**src/rtl/clld_pkg.sv**
```systemverilog
package clld_pkg;

  localparam int ID_W    = 10;
  localparam int KIND_W  = 3;
  localparam int NUM_IDS = 2 ** ID_W;

  typedef logic [ID_W-1:0]   id_t;
  typedef logic [KIND_W-1:0] kind_t;

  localparam kind_t KIND_LOAD     = 3'd0;
  localparam kind_t KIND_INS_NEXT = 3'd1;
  localparam kind_t KIND_INS_PREV = 3'd2;
  localparam kind_t KIND_REM_NEXT = 3'd3;
  localparam kind_t KIND_REM_PREV = 3'd4;

  typedef enum logic [2:0] {
    OP_NONE,
    OP_LOAD,
    OP_INS_NEXT,
    OP_INS_PREV,
    OP_REM_NEXT,
    OP_REM_PREV
  } op_t;

  typedef struct packed {
    logic take;
    logic step2;
    logic step3;
    logic res_load;
  } ctrl_t;

  typedef struct packed {
    op_t in_op;
    op_t op;
  } stat_t;

  function automatic op_t decode_kind(input kind_t kind);
    op_t op;
    case (kind)
      KIND_LOAD:     op = OP_LOAD;
      KIND_INS_NEXT: op = OP_INS_NEXT;
      KIND_INS_PREV: op = OP_INS_PREV;
      KIND_REM_NEXT: op = OP_REM_NEXT;
      KIND_REM_PREV: op = OP_REM_PREV;
      default:       op = OP_NONE;
    endcase
    return op;
  endfunction

endpackage

```
**src/rtl/clld_ctrl.sv**
```systemverilog
module clld_ctrl (
  input  logic            clk,
  input  logic            rst,
  input  logic            in_valid,
  output logic            in_ready,
  output logic            out_valid,
  input  logic            out_ready,
  input  clld_pkg::stat_t stat,
  output clld_pkg::ctrl_t ctl
);

  typedef enum logic [2:0] {
    S_IDLE  = 3'b001,
    S_STEP2 = 3'b010,
    S_STEP3 = 3'b100
  } state_t;

  state_t state, state_next;
  logic   out_valid_next;
  logic   blocked;

  assign blocked  = out_valid && !out_ready;
  assign in_ready = (state == S_IDLE);

  always_comb begin
    ctl        = '0;
    state_next = state;
    case (state)
      S_IDLE: begin
        if (in_valid) begin
          ctl.take = 1'b1;
          if (stat.in_op != clld_pkg::OP_NONE) begin
            state_next = S_STEP2;
          end
        end
      end
      S_STEP2: begin
        ctl.step2  = 1'b1;
        state_next = (stat.op == clld_pkg::OP_LOAD) ? S_IDLE : S_STEP3;
      end
      S_STEP3: begin
        // hold until the previous result beat is taken
        if (!blocked) begin
          ctl.step3    = 1'b1;
          ctl.res_load = 1'b1;
          state_next   = S_IDLE;
        end
      end
      default: state_next = S_IDLE;
    endcase
  end

  assign out_valid_next = blocked || ctl.res_load;

  always_ff @(posedge clk) begin
    if (rst) begin
      state     <= S_IDLE;
      out_valid <= 1'b0;
    end else begin
      state     <= state_next;
      out_valid <= out_valid_next;
    end
  end

endmodule

```
**config.mk**
```make
export PLATFORM = sky130hd
export DESIGN_NAME = clld_ctrl
export DESIGN_NICKNAME = d
export VERILOG_FILES = /design/src/rtl/clld_pkg.sv /design/src/rtl/clld_ctrl.sv
export SDC_FILE = /design/constraint.sdc
export NUM_CORES = 1
export LEC_CHECK = 0
export BUFFER_PORTS_ARGS = -buffer_cell sky130_fd_sc_hd__buf_4
export CAP_MARGIN = 20
export CORE_AREA = 4 4 41 43
export DETAILED_ROUTE_END_ITERATION = 7
export DIE_AREA = 0 0 45 47
export PLACE_DENSITY = 0.38
export SLEW_MARGIN = 20
export SYNTH_ARGS = -nofsm -noshare
export SYNTH_HDL_FRONTEND = slang
export SYNTH_SLANG_ARGS = --single-unit
```
**constraint.sdc**
```tcl
create_clock -name clk -period 1.98 [get_ports clk]
set_input_delay 0 -clock clk [delete_from_list [all_inputs] [get_ports clk]]
set_output_delay 0 -clock clk [all_outputs]
set_load 0.02 [all_outputs]
```
==> results.tsv <==
metric	value	unit
clock_sinks	4	
clockBufferDepth	2	
core_area	1301	um2
finalMaxSlewViolations	0	
number_of_warnings_printed_during_yosys_synthesis	0	
worstPathArrival	1.32	ns
placement.cell_area	334.1	um2
drt_pass1_iterations	3	
drt-initial-drc-count	1	
total_length_of_routed_met2_wires	253	um
num_vias	227	
fin_crit	1.316	ns
postSynthAreaPerCell	10.51	um2
status	finished, final reports clean	
fin_nets	50	
r2r_setup_slack	0.80	ns
num_antenna_cells	0	
synth.distinct_cells	12	
route.met3.wl	76	um
synthMuxAreaShare	0	%
drt-total-wl	555	um
final_antenna_net_count	0	
power	0.2446	mW
finalNonFillerCells	53	
final_area	366.6	um2
worst_ir_drop_on_vdd	0.0003693	V
finalWeightedCongestion	0.5815	
startpoint_to_endpoint_class_of_the_critical_path	flop to output pin	
row_count	13	
post-route-period-util	66.47	%
floorplan.io_pins	16	
detail_route.wl_per_cell	10.47	um
yosys.area_share.simple	39.88	%
drc	0	
pin_count_of_the_biggest_net_entering_global_routing	6	
final.hold.worst_slack	0.06715	ns
grt_pass1_wl	945	um
finalSetupViolCount	0	
starting_density_of_the_core	16.15	%
fin_tns_setup	0	ns
ff_to_ff_end	state[0]	
final_critical_path_setup_slack	0.6638	ns
ys_ff_latch	4	
holdCritStartpoint	in_valid	
whs_path_depth	3	
cts_max_level	1	
final.setup_skew	0.004378	ns
detailedPlace.worstSlack	0.8017	ns
fp.dieArea	2115	um2
cp_max_fo	4	
io_port_bufs	15	
layout-area-overhead-vs-synth	74.40	%
setup.worst_path.start	state[2]	
worstMarginPinSlew	0.3313	ns
layout.cells.most_common	buf_4	
synthAdderAreaFrac	0	%
timing.max_slew.rel_slack	77.87	%
number_of_global_route_vias_before_repair	244	
cp-end-kind	output pin	
fill_cells	154	
dominant_combinational_cell_family_by_area_after_synthesis	simple AND/OR/NAND/NOR gates	
global_route.overflow_total	0	
final_cell_mix	15 x buf_4, 4 x dfxtp_1, 3 x nor3b_2, 3 x nor2_1, 3 x clkbuf_4	
total_area_of_multi_input_combinational_cells	122.6	um2
setup_repair_after_global_routing_missed_its_margin	no	
die_width	45	um
synthXorXnorAreaFrac	0	%
wire_length_on_met1	226	um
clkTransAtPathRegs	0.04	ns
placed_cells_incl_taps	49	
gr-usage-all-layers	6.798	%
power_per_unit_of_standard_cell_area	667.3	nW/um2
tritoncts	yes	
dr_vias_cell	4.283	
ff_latch_area	80.08	um2
hold_end	state[1]	
drive_gt1_share	57.89	%
compound_cell_area_share_of_the_yosys_netlist	18.45	%
achievable-frequency	759.8	MHz
synthesis.area	210.2	um2
synth_sequential_area_ratio	38.10	%
startpoint_type	flop	
cts_root_buffer	clkbuf_4	
dp_hpwl	476.5	um
highest_layer	met3	
die_y	47	um
maxCapViolations	0	
power.static_leakage	0.1643	nW
synthCells	20	
regToRegStartpoint	state[2]	
synth_fp_nets	30	
antenna_violations_before_repair	0	
timing.hold.worst.class	primary input to flop	
worst_ep_required_time	1.98	ns
tritoncts.num_buffers	3	
clkLatencyLatePin	0.23	ns
hold_viol	0	
worst-r2r-cell-count	3	
final_util	28.17	%
==> cells by family (layout without fill, tap and decap cells) <==
logic type / after synthesis / count (layout)
compound gates: 4 / 4
buf+inv: 1 / 19
flops: 4 / 4
simple gates: 11 / 11
==> metal layers <==
metal	vias up	track usage (%)
met5	-	0
met4	0	1.754
met1	101	6.150
met3	0	6.897
li1	111	-
met2	15	10.73
==> worst max-delay path, cell delays in order, from the launching register on <==
cell	delay, ns
dfxtp_1	0.38
nor3b_2	0.31
nor2b_1	0.23
buf_4	0.17
==> cells in the mapped netlist <==
cell type  n  area [um2]
a211o_1    1       8.760
a221oi_2   1       15.01
a22oi_1    1       7.510
and2_1     1       6.260
buf_4      1       7.510
dfxtp_1    4       80.08
nor2_1     3       11.26
nor2b_1    2       12.51
nor3b_1    1       7.510
nor3b_2    3       37.54
o31ai_1    1       7.510
or3b_1     1       8.760
==> registers in the layout, indices dropped and copies added (netlist names) <==
name	count
out_valid	1
state	3
==> power by group <==
group / internal (mW) / switching, mW / leakage, nW / total [mW]
Sequential: 0.0858 / 0.00476 / 0.0327 / 0.0906
Combinational: 0.0328 / 0.0240 / 0.118 / 0.0568
Clock: 0.0675 / 0.0298 / 0.0138 / 0.0973
==> final cells by class <==
cell class,instances,share of cell area [%]
Clock buffer,3,6.143
Multi-Input combinational cell,15,33.45
Sequential cell,4,21.84
Tap cell,15,5.119
Timing Repair Buffer,16,33.45
==> how the worst max path moves through the flow <==
stage          endpoint  depth (start not counted)
2_1_floorplan  state[0]                          3
3_3_place_gp   state[0]                          3
3_5_place_dp   state[0]                          3
4_1_cts          ctl[1]                          3
5_1_grt          ctl[1]                          3
6_report         ctl[1]                          3
==> timing repair <==
item                                   4_1_cts  5_1_grt
endpoints found under the hold margin        4        0
setup buffers                                0        0
gates resized for setup                      0        0
hold buffers                                 1        0
Power figures use the tool's default switching activity.
